==> src/rtl/core/idq_pkg.sv <==
`timescale 1ns / 1ps
// ----------------------------------------------------------------------------
// Indexed deque store package
// Operation and status codes, field widths, defaults and the command control
// word that travels from the front end to the back end.
// ----------------------------------------------------------------------------
package idq_pkg;

  localparam int OP_BITS     = 3;
  localparam int VALUE_BITS  = 32;
  localparam int INDEX_BITS  = 6;
  localparam int STATUS_BITS = 2;
  localparam int COUNT_BITS  = 7;

  localparam int DEPTH_DEF     = 64;
  localparam int WORD_BITS_DEF = 32;

  localparam logic [OP_BITS-1:0] OP_PUSH_FRONT = 3'd0;
  localparam logic [OP_BITS-1:0] OP_PUSH_REAR  = 3'd1;
  localparam logic [OP_BITS-1:0] OP_POP_FRONT  = 3'd2;
  localparam logic [OP_BITS-1:0] OP_POP_REAR   = 3'd3;
  localparam logic [OP_BITS-1:0] OP_READ_AT    = 3'd4;
  localparam logic [OP_BITS-1:0] OP_WRITE_AT   = 3'd5;

  localparam logic [STATUS_BITS-1:0] ST_OK        = 2'd0;
  localparam logic [STATUS_BITS-1:0] ST_EMPTY     = 2'd1;
  localparam logic [STATUS_BITS-1:0] ST_BAD_INDEX = 2'd2;
  localparam logic [STATUS_BITS-1:0] ST_FULL      = 2'd3;

  typedef struct packed {
    logic                   wr;
    logic                   rd;
    logic [STATUS_BITS-1:0] status;
    logic [COUNT_BITS-1:0]  count;
  } cmd_ctrl_t;

endpackage

==> src/rtl/core/idq_if.sv <==
`timescale 1ns / 1ps
// ----------------------------------------------------------------------------
// Indexed deque store channels
// Request channel (op, value, index) and response channel (status,
// read_value, count), each with valid/ready.
// ----------------------------------------------------------------------------
interface idq_req_if;
  logic                                  valid;
  logic                                  ready;
  logic        [idq_pkg::OP_BITS-1:0]    op;
  logic signed [idq_pkg::VALUE_BITS-1:0] value;
  logic        [idq_pkg::INDEX_BITS-1:0] index;

  modport source (output valid, op, value, index, input ready);
  modport sink   (input valid, op, value, index, output ready);
endinterface

interface idq_rsp_if;
  logic                                   valid;
  logic                                   ready;
  logic        [idq_pkg::STATUS_BITS-1:0] status;
  logic signed [idq_pkg::VALUE_BITS-1:0]  read_value;
  logic        [idq_pkg::COUNT_BITS-1:0]  count;

  modport source (output valid, status, read_value, count, input ready);
  modport sink   (input valid, status, read_value, count, output ready);
endinterface

==> src/rtl/core/indexed_deque_store_unit.sv <==
`timescale 1ns / 1ps
// ----------------------------------------------------------------------------
// Indexed deque store unit
// Bounded double-ended queue of words in a ring buffer, with push and pop at
// both ends and read or overwrite at a position counted from the front.
// ----------------------------------------------------------------------------
//  channel  dir  handshake     word
//  req      in   valid/ready   op, value, index
//  rsp      out  valid/ready   status, read_value, count
//
//  One request per cycle sustained while responses are taken; each response
//  passes through a command queue slot, then the memory port and output
//  register of the back end, before it is offered.
//  Reset clears head slot, count and queue control; entry memory is not cleared.
//  A stalled response fills the two-entry command queue, then req.ready drops.
// ----------------------------------------------------------------------------
module indexed_deque_store_unit #(
  parameter int DEPTH     = idq_pkg::DEPTH_DEF,
  parameter int WORD_BITS = idq_pkg::WORD_BITS_DEF
) (
  input  logic      clk,
  input  logic      rst,
  idq_req_if.sink   req,
  idq_rsp_if.source rsp
);

  localparam int AW = $clog2(DEPTH);
  localparam int CMD_BITS = $bits(idq_pkg::cmd_ctrl_t) + AW + WORD_BITS;

  logic                 f_push, q_full, q_valid, q_pop;
  idq_pkg::cmd_ctrl_t   f_ctrl, q_ctrl;
  logic [AW-1:0]        f_slot, q_slot;
  logic [WORD_BITS-1:0] f_value, q_value;
  logic [CMD_BITS-1:0]  q_data;

  idq_front #(
    .DEPTH     (DEPTH),
    .WORD_BITS (WORD_BITS)
  ) u_front (
    .clk       (clk),
    .rst       (rst),
    .req       (req),
    .cmd_full  (q_full),
    .cmd_push  (f_push),
    .cmd_ctrl  (f_ctrl),
    .cmd_slot  (f_slot),
    .cmd_value (f_value)
  );

  idq_cmd_fifo #(
    .WIDTH (CMD_BITS)
  ) u_queue (
    .clk       (clk),
    .rst       (rst),
    .push      (f_push),
    .push_data ({f_ctrl, f_slot, f_value}),
    .full      (q_full),
    .pop       (q_pop),
    .valid     (q_valid),
    .pop_data  (q_data)
  );

  assign {q_ctrl, q_slot, q_value} = q_data;

  idq_back #(
    .DEPTH     (DEPTH),
    .WORD_BITS (WORD_BITS)
  ) u_back (
    .clk       (clk),
    .rst       (rst),
    .cmd_valid (q_valid),
    .cmd_ctrl  (q_ctrl),
    .cmd_slot  (q_slot),
    .cmd_value (q_value),
    .cmd_pop   (q_pop),
    .rsp       (rsp)
  );

endmodule

==> src/rtl/core/idq_front.sv <==
`timescale 1ns / 1ps
// ----------------------------------------------------------------------------
// Indexed deque store front end
// Accepts requests, keeps head slot and count, classifies each request and
// issues a memory command with its status and resulting count.
// ----------------------------------------------------------------------------
module idq_front #(
  parameter int DEPTH     = idq_pkg::DEPTH_DEF,
  parameter int WORD_BITS = idq_pkg::WORD_BITS_DEF
) (
  input  logic                          clk,
  input  logic                          rst,
  idq_req_if.sink                       req,
  input  logic                          cmd_full,
  output logic                          cmd_push,
  output idq_pkg::cmd_ctrl_t            cmd_ctrl,
  output logic [$clog2(DEPTH)-1:0]      cmd_slot,
  output logic [WORD_BITS-1:0]          cmd_value
);

  localparam int AW  = $clog2(DEPTH);
  localparam int CW  = $clog2(DEPTH + 1);
  localparam int XA  = (AW + 1 > idq_pkg::COUNT_BITS) ? AW + 1 : idq_pkg::COUNT_BITS;
  localparam int XW  = (XA > CW) ? XA : CW;
  localparam logic [AW-1:0] LAST_SLOT = AW'(DEPTH - 1);
  localparam logic [AW:0]   DEPTH_S   = (AW + 1)'(DEPTH);
  localparam logic [CW-1:0] DEPTH_C   = CW'(DEPTH);

  logic [AW-1:0] head_slot, head_slot_next;
  logic [CW-1:0] entry_count, entry_count_next;

  logic          accept;
  logic          full, empty, idx_ok;
  logic [XW-1:0] cnt_x, idx_x, cnt_next_x;
  logic [AW:0]   pos, sum;
  logic [AW-1:0] slot_at, head_dec, head_inc;
  idq_pkg::cmd_ctrl_t ctrl;

  assign req.ready = !cmd_full;
  assign accept    = req.valid && !cmd_full;

  assign cnt_x  = XW'(entry_count);
  assign idx_x  = XW'(req.index);
  assign full   = (entry_count == DEPTH_C);
  assign empty  = (entry_count == '0);
  assign idx_ok = (idx_x < cnt_x);

  always_comb begin
    if (req.op == idq_pkg::OP_PUSH_REAR) begin
      pos = cnt_x[AW:0];
    end else begin
      pos = idx_x[AW:0];
    end
    sum = {1'b0, head_slot} + pos;
    if (sum >= DEPTH_S) begin
      slot_at = AW'(sum - DEPTH_S);
    end else begin
      slot_at = sum[AW-1:0];
    end
    head_dec = (head_slot == '0) ? LAST_SLOT : head_slot - 1'b1;
    head_inc = (head_slot == LAST_SLOT) ? '0 : head_slot + 1'b1;
  end

  always_comb begin
    head_slot_next   = head_slot;
    entry_count_next = entry_count;
    ctrl.wr          = 1'b0;
    ctrl.rd          = 1'b0;
    ctrl.status      = idq_pkg::ST_OK;
    cmd_slot         = slot_at;
    unique case (req.op)
      idq_pkg::OP_PUSH_FRONT: begin
        cmd_slot = head_dec;
        if (full) begin
          ctrl.status = idq_pkg::ST_FULL;
        end else begin
          ctrl.wr          = 1'b1;
          head_slot_next   = head_dec;
          entry_count_next = entry_count + 1'b1;
        end
      end
      idq_pkg::OP_PUSH_REAR: begin
        if (full) begin
          ctrl.status = idq_pkg::ST_FULL;
        end else begin
          ctrl.wr          = 1'b1;
          entry_count_next = entry_count + 1'b1;
        end
      end
      idq_pkg::OP_POP_FRONT: begin
        if (empty) begin
          ctrl.status = idq_pkg::ST_EMPTY;
        end else begin
          head_slot_next   = head_inc;
          entry_count_next = entry_count - 1'b1;
        end
      end
      idq_pkg::OP_POP_REAR: begin
        if (empty) begin
          ctrl.status = idq_pkg::ST_EMPTY;
        end else begin
          entry_count_next = entry_count - 1'b1;
        end
      end
      idq_pkg::OP_READ_AT: begin
        if (idx_ok) begin
          ctrl.rd = 1'b1;
        end else begin
          ctrl.status = idq_pkg::ST_BAD_INDEX;
        end
      end
      idq_pkg::OP_WRITE_AT: begin
        if (idx_ok) begin
          ctrl.wr = 1'b1;
        end else begin
          ctrl.status = idq_pkg::ST_BAD_INDEX;
        end
      end
      default: begin
      end
    endcase
    cnt_next_x = XW'(entry_count_next);
    ctrl.count = cnt_next_x[idq_pkg::COUNT_BITS-1:0];
  end

  assign cmd_push  = accept;
  assign cmd_ctrl  = ctrl;
  assign cmd_value = WORD_BITS'($unsigned(req.value));

  always_ff @(posedge clk) begin
    if (rst) begin
      head_slot   <= '0;
      entry_count <= '0;
    end else if (accept) begin
      head_slot   <= head_slot_next;
      entry_count <= entry_count_next;
    end
  end

  a_count_bound: assert property (@(posedge clk) disable iff (rst)
    entry_count <= DEPTH_C)
    else $error("entry count above depth");

  a_empty_pop_holds: assert property (@(posedge clk) disable iff (rst)
    accept && empty && (req.op == idq_pkg::OP_POP_FRONT || req.op == idq_pkg::OP_POP_REAR)
    |=> entry_count == '0 && $stable(head_slot))
    else $error("pop on empty changed state");

endmodule

==> src/rtl/core/idq_cmd_fifo.sv <==
`timescale 1ns / 1ps
// ----------------------------------------------------------------------------
// Indexed deque store command queue
// Two-entry queue between front end and back end.
// ----------------------------------------------------------------------------
module idq_cmd_fifo #(
  parameter int WIDTH = 8
) (
  input  logic             clk,
  input  logic             rst,
  input  logic             push,
  input  logic [WIDTH-1:0] push_data,
  output logic             full,
  input  logic             pop,
  output logic             valid,
  output logic [WIDTH-1:0] pop_data
);

  logic [WIDTH-1:0] slots [2];
  logic             wr_ptr, rd_ptr;
  logic [1:0]       fill;

  assign full     = (fill == 2'd2);
  assign valid    = (fill != 2'd0);
  assign pop_data = slots[rd_ptr];

  always_ff @(posedge clk) begin
    if (push) begin
      slots[wr_ptr] <= push_data;
    end
  end

  always_ff @(posedge clk) begin
    if (rst) begin
      wr_ptr <= 1'b0;
      rd_ptr <= 1'b0;
      fill   <= 2'd0;
    end else begin
      if (push) begin
        wr_ptr <= !wr_ptr;
      end
      if (pop) begin
        rd_ptr <= !rd_ptr;
      end
      if (push && !pop) begin
        fill <= fill + 2'd1;
      end else if (pop && !push) begin
        fill <= fill - 2'd1;
      end
    end
  end

  a_no_overflow: assert property (@(posedge clk) disable iff (rst) !(push && full))
    else $error("command queue overflow");

  a_no_underflow: assert property (@(posedge clk) disable iff (rst) !(pop && !valid))
    else $error("command queue underflow");

endmodule

==> src/rtl/core/idq_back.sv <==
`timescale 1ns / 1ps
// ----------------------------------------------------------------------------
// Indexed deque store back end
// Carries out memory writes and reads in order and holds the response word
// in an output register.
// ----------------------------------------------------------------------------
module idq_back #(
  parameter int DEPTH     = idq_pkg::DEPTH_DEF,
  parameter int WORD_BITS = idq_pkg::WORD_BITS_DEF
) (
  input  logic                     clk,
  input  logic                     rst,
  input  logic                     cmd_valid,
  input  idq_pkg::cmd_ctrl_t       cmd_ctrl,
  input  logic [$clog2(DEPTH)-1:0] cmd_slot,
  input  logic [WORD_BITS-1:0]     cmd_value,
  output logic                     cmd_pop,
  idq_rsp_if.source                rsp
);

  logic [WORD_BITS-1:0] mem [DEPTH];
  logic [WORD_BITS-1:0] rd_data;
  idq_pkg::cmd_ctrl_t   ctrl_q;
  logic                 out_valid;

  assign cmd_pop = cmd_valid && (!out_valid || rsp.ready);

  always_ff @(posedge clk) begin
    if (cmd_pop && cmd_ctrl.wr) begin
      mem[cmd_slot] <= cmd_value;
    end
    if (cmd_pop && cmd_ctrl.rd) begin
      rd_data <= mem[cmd_slot];
    end
  end

  always_ff @(posedge clk) begin
    if (cmd_pop) begin
      ctrl_q <= cmd_ctrl;
    end
  end

  always_ff @(posedge clk) begin
    if (rst) begin
      out_valid <= 1'b0;
    end else if (cmd_pop) begin
      out_valid <= 1'b1;
    end else if (rsp.ready) begin
      out_valid <= 1'b0;
    end
  end

  assign rsp.valid      = out_valid;
  assign rsp.status     = ctrl_q.status;
  assign rsp.count      = ctrl_q.count;
  assign rsp.read_value = ctrl_q.rd ? $signed(32'(rd_data)) : '0;

  a_one_access: assert property (@(posedge clk) disable iff (rst)
    cmd_valid |-> !(cmd_ctrl.wr && cmd_ctrl.rd))
    else $error("command both reads and writes");

  a_ok_on_access: assert property (@(posedge clk) disable iff (rst)
    cmd_valid && (cmd_ctrl.wr || cmd_ctrl.rd) |-> cmd_ctrl.status == idq_pkg::ST_OK)
    else $error("memory access with error status");

endmodule
==> src/flat_wrapper.sv <==
// flat-port wrapper written by rule: the top's interface ports become plain ports
module indexed_deque_store_unit_flat 
#(
  parameter int DEPTH     = idq_pkg::DEPTH_DEF,
  parameter int WORD_BITS = idq_pkg::WORD_BITS_DEF
)
  (clk, rst, req_valid, req_op, req_value, req_index, req_ready, rsp_valid, rsp_status, rsp_read_value, rsp_count, rsp_ready);
  idq_req_if req_i ();
  idq_rsp_if rsp_i ();
  input  logic clk;
  input  logic rst;
  input wire logic [$bits(req_i.valid)-1:0] req_valid;
  input wire logic [$bits(req_i.op)-1:0] req_op;
  input wire logic [$bits(req_i.value)-1:0] req_value;
  input wire logic [$bits(req_i.index)-1:0] req_index;
  output wire logic [$bits(req_i.ready)-1:0] req_ready;
  output wire logic [$bits(rsp_i.valid)-1:0] rsp_valid;
  output wire logic [$bits(rsp_i.status)-1:0] rsp_status;
  output wire logic [$bits(rsp_i.read_value)-1:0] rsp_read_value;
  output wire logic [$bits(rsp_i.count)-1:0] rsp_count;
  input wire logic [$bits(rsp_i.ready)-1:0] rsp_ready;
  assign req_i.valid = req_valid;
  assign req_i.op = req_op;
  assign req_i.value = req_value;
  assign req_i.index = req_index;
  assign req_ready = req_i.ready;
  assign rsp_valid = rsp_i.valid;
  assign rsp_status = rsp_i.status;
  assign rsp_read_value = rsp_i.read_value;
  assign rsp_count = rsp_i.count;
  assign rsp_i.ready = rsp_ready;
  indexed_deque_store_unit #(.DEPTH(DEPTH), .WORD_BITS(WORD_BITS)) u_core (.clk(clk), .rst(rst), .req(req_i), .rsp(rsp_i));
endmodule
==> config.mk <==
export PLATFORM = sky130hd
export DESIGN_NAME = indexed_deque_store_unit_flat
export DESIGN_NICKNAME = d
export VERILOG_FILES = /design/src/rtl/core/idq_pkg.sv /design/src/rtl/core/idq_if.sv /design/src/rtl/core/indexed_deque_store_unit.sv /design/src/rtl/core/idq_front.sv /design/src/rtl/core/idq_cmd_fifo.sv /design/src/rtl/core/idq_back.sv /design/src/flat_wrapper.sv
export SDC_FILE = /design/constraint.sdc
export NUM_CORES = 2
export LEC_CHECK = 0
export BUFFER_PORTS_ARGS = -buffer_cell sky130_fd_sc_hd__buf_2
export CAP_MARGIN = 20
export CORE_ASPECT_RATIO = 1.1
export CORE_MARGIN = 8
export CORE_UTILIZATION = 45
export DETAILED_ROUTE_END_ITERATION = 7
export MAX_ROUTING_LAYER = met4
export SLEW_MARGIN = 20
export SYNTH_ARGS = -nofsm -noshare
export SYNTH_HDL_FRONTEND = slang
export SYNTH_HIERARCHICAL = 1
export SYNTH_SLANG_ARGS = --single-unit
==> constraint.sdc <==
create_clock -name clk -period 3.9 [get_ports clk]
set_input_delay 0.78 -clock clk [delete_from_list [all_inputs] [get_ports clk]]
set_output_delay 0.78 -clock clk [all_outputs]
set_load 0.01 [all_outputs]
==> results.txt <==
- Arrival time at the worst endpoint: 4.40 ns
- The first global-routing pass estimated 345 mm of wire.
- In the final layout, flip-flops and latches occupy 66100 µm².
- Min-Delay Startpoint: req_value[11]
* Final instance area: 98000 µm²
- Clock latency on the worst-skew pair: 0.87 ns
- Instance count after placement with tap cells included: 7391
- Final Slew Violations: 0
- Cell area reported after detailed placement: between 90000 and 100000 µm²
- Based on the critical path, the design can be clocked at up to ~0.26 GHz.
- In this run the tightest slew margin relative to its limit is approximately 23%.
- The clock drives 2207 sinks.
- Static Leak: 31.3 nW
* Psw: 21.9 mW
- Crit path setup slack, layout: 0.0822 ns
- The total overflow left after global routing is 0.
* Proportion of power drawn by combinational gates: roughly 28%
- Leaving out fill and tap cells, the most frequent cells in the layout are edfxtp_1 (2188), a221oi_1 (379), buf_4 (313).
- TritonCTS built the clock tree.
* Type of element launching the critical path: register
- Chip Height: 472 µm
- Share of the synthesized area in the top cell type: 77.2%
* Filler cell count in the final layout: 14934
- Critical path's slowest cell: a211oi_1
- Buffers inserted to repair hold after CTS numbered 0.
- The flow ran to the end, and the final reports show no timing, DRC or antenna violations.
* Fraction of final layout cells sized beyond drive strength 1: between 20% and 30%
* Residual antenna-violating net count after detailed routing: 0
- Seq pwr share: around 43%
- The wire-length estimate of the detail-placed layout is 149 mm.
- Part of the cycle the worst path needs: 97.9%
- Peak supply drop: 0.557 mV
- Ys async rst share: 0%
- The mapped netlist covers 85200 µm².
- After clock tree synthesis, the clock-pin slew on the worst setup and hold paths is approximately 0.06 ns.
- Average footprint of a synthesized cell: 17.9 µm²
* Cells taking the most area after synthesis: edfxtp_1 (77%), a221oi_1 (3.9%), mux2i_1 (2.8%)
* Post-DR vias/cell: 6.20
* Power density cells: 691 nW/µm²
- In this run the number of H-tree levels came out at 4.
* Number of clock buffers inserted by TritonCTS: around 210
* Net Count, Synth: approximately 4800
- The die is 431 µm wide.
- Max-cap violations in this run came to 0.
- Post-layout minimum cycle time: ~3.8 ns
- Post-layout net count: 5136
- The Yosys step of the flow raised 6 warnings.
- Final weighted congestion in routability-driven placement: 0.890
- For the pin with the worst max-slew slack, the measured transition is 1.15 ns.
* Flop2flop setup slack: 0.08 ns
- Effective utilization at floorplan: 45.2%
- For the worst flop-to-flop path, the logic depth is 8.
- Global routing consumed, over all layers together, 23.9% of the routing resources.
- For this run, the detailed router's first-pass iteration total came to 6.
- Peak fanout along the critical path: 34
- Final hold violation count: 0
- Among the stages of the critical path, the cell type that occurs most often is buf_4.
* Switch share: 32.3%
- DR WL/cell: between 30 and 40 µm
- For this run, design rule violations remaining after detail routing come to 0.
- Register area share after synthesis: 77.6%
* Flop and latch count out of synthesis: 2207
* Vias after detailed routing: just under 50000
- Along the worst hold path, the cell count comes to 1.
- The clock passes through at most 3 buffers.
* Worst min path class: primary input to register
- Cell chain of the critical path: mux2_8, and2_2, buf_4, buf_4, a221oi_1, o22ai_1, a211oi_1, nand4_1
* Post-synthesis cell type count: 73
* Total wirelength of the detailed-routed design: roughly 240 mm
- Count of boundary I/O pins: 88
- Required time of the critical path: 4.48 ns
- The floorplan step defined a die boundary enclosing 203000 µm².
* Most area-hungry cell type in the Yosys netlist: edfxtp_1
- Critical path endpoint category: register
- Unrepaired setup endpoints after global routing: no
* Cell chosen for the clock root: clkbuf_16
* Commonest register cell after synthesis: edfxtp_1
* Slowest cell delay on critical path: 0.86 ns
* Dpl ws: -0.138 ns
* Fraction of power consumed by the clock network: slightly below 30%
- Pin count of the biggest net entering global routing: 103
* Area of the multi-input gates: ~18000 µm²
- Drt first-iter violations: 6065
- Measured on the finished design, the core utilization comes to a little over half.
- Setup violations remaining at the end of the flow were counted as 0.
- Hold Crit Endpoint: u_core/u_queue/slots[1][11]
- Number of buffers inserted by port buffering: 87
* P_int: approximately 46 mW
- Setup clock skew after layout: between 0.06 and 0.07 ns
- The number of antenna violations at the first check in global routing came to 30.
- The library cell used most frequently in the layout, excluding fill and tap cells, is edfxtp_1.
- The endpoint identified for the worst register-to-register timing path is u_core/u_back/rd_data[4].
- Number of core rows: 167
- The area growth from synthesis to layout is 15.1%.
* Setup CP Type: register to register
- Synthesis produced a netlist whose cell count is ~4800.
- The core region is 188000 µm².
- Via count of the first global-routing pass: approximately 47000
- Layout Cells excl Fill: 7808
* Number of synthesized flops with an enable pin: 2188
-- logic make-up (layout without fill, tap and decap cells) --
logic type	Yosys count	in the layout	synth area share, %
mux	458	458	6.99
other cells	0	25	0
simple gates	558	558	3.10
compound gates	1112	1112	9.58
xor+xnor	15	15	0.154
buf+inv	400	881	2.31
flops	2207	2207	77.6
fa+ha+maj	17	17	0.259
-- layout make-up --
cell class                      count  share of cell area [%]
Multi-Input combinational cell   2160                    18.1
Tap cell                         2535                    3.24
Inverter                           20                  0.0843
Sequential cell                  2207                    67.4
Clock inverter                    117                    1.08
Clock buffer                      272                    5.69
Antenna cell                       25                  0.0638
Timing Repair Buffer              472                    4.30
-- per-layer routing --
layer,track usage [%],vias to the layer above,wire [µm]
met1,33.0,25126,98600
met4,6.59,0,6670
met3,5.38,369,25600
met5,-,-,0
met2,36.0,2507,112000
li1,-,20379,-
-- synth_stat cells (96+ instances only) --
| cell type | n |
|---|---|
| a22oi_1 | 135 |
| mux2_2 | 126 |
| a221oi_1 | 379 |
| edfxtp_1 | 2188 |
| mux4_2 | 97 |
| o21ai_0 | 134 |
| buf_2 | 107 |
| clkbuf_1 | 161 |
| nor2_1 | 242 |
| mux2i_1 | 235 |
| o22ai_1 | 96 |
| a21oi_1 | 125 |
-- critical path: cells and delay by family, from the launching register on --
family	cells	cell delay (ns)
mux	1	0.56
compound gates	3	1.31
flops	1	0.50
simple gates	2	0.61
buf+inv	2	0.47
-- repair_timing --
item                                    in CTS  in global routing
cloned                                       0                  0
endpoints found under the setup margin       1                  1
resized for setup                            1                  1
buffers inserted                             0                  0
-- metrics by stage --
stage          power [mW]  hold slack (ns)  TNS, ns
5_1_grt              69.7           0.0578        0
3_5_place_dp         48.1            0.507   -0.138
4_1_cts              67.7           0.0301        0
2_1_floorplan        39.7            0.456  -137.18
3_3_place_gp         47.9            0.475  -0.0445
6_report             67.7           0.0916        0
-- worst max-delay path by stage --
| stage | startpoint | end | depth (start not counted) |
|---|---|---|---|
| after floorplan | register | u_core/u_back/mem[12][0] | 11 |
| after global placement | register | u_core/u_back/rd_data[21] | 8 |
| after detailed placement | register | u_core/u_back/rd_data[21] | 8 |
| after CTS | register | u_core/u_back/rd_data[21] | 9 |
| after global routing | register | u_core/u_back/rd_data[4] | 8 |
| final | register | u_core/u_back/rd_data[4] | 8 |
-- state kept, by name (all words and copies together), names as in the netlist, 2 cells and up, named ones only --
signal / count
u_core/u_back/rsp.status: 2
u_core/u_queue/slots: 98
u_core/u_back/rd_data: 32
u_core/u_back/mem: 2048
u_core/u_back/rsp.count: 7
u_core/u_front/head_slot: 6
u_core/u_front/cnt_x: 7
u_core/u_queue/fill: 2
-- power by group through the flow --
stage / combinational [mW] / sequential [mW] / clock [mW]
floorplan: 10.1 / 29.5 / 0
global placement: 18.1 / 29.8 / 0
detailed placement: 18.3 / 29.8 / 0
CTS: 18.4 / 29.3 / 20.0
global route: 19.5 / 29.3 / 20.9
finish: 18.7 / 29.3 / 19.8
Note: power is estimated with default switching activity, not from simulation.
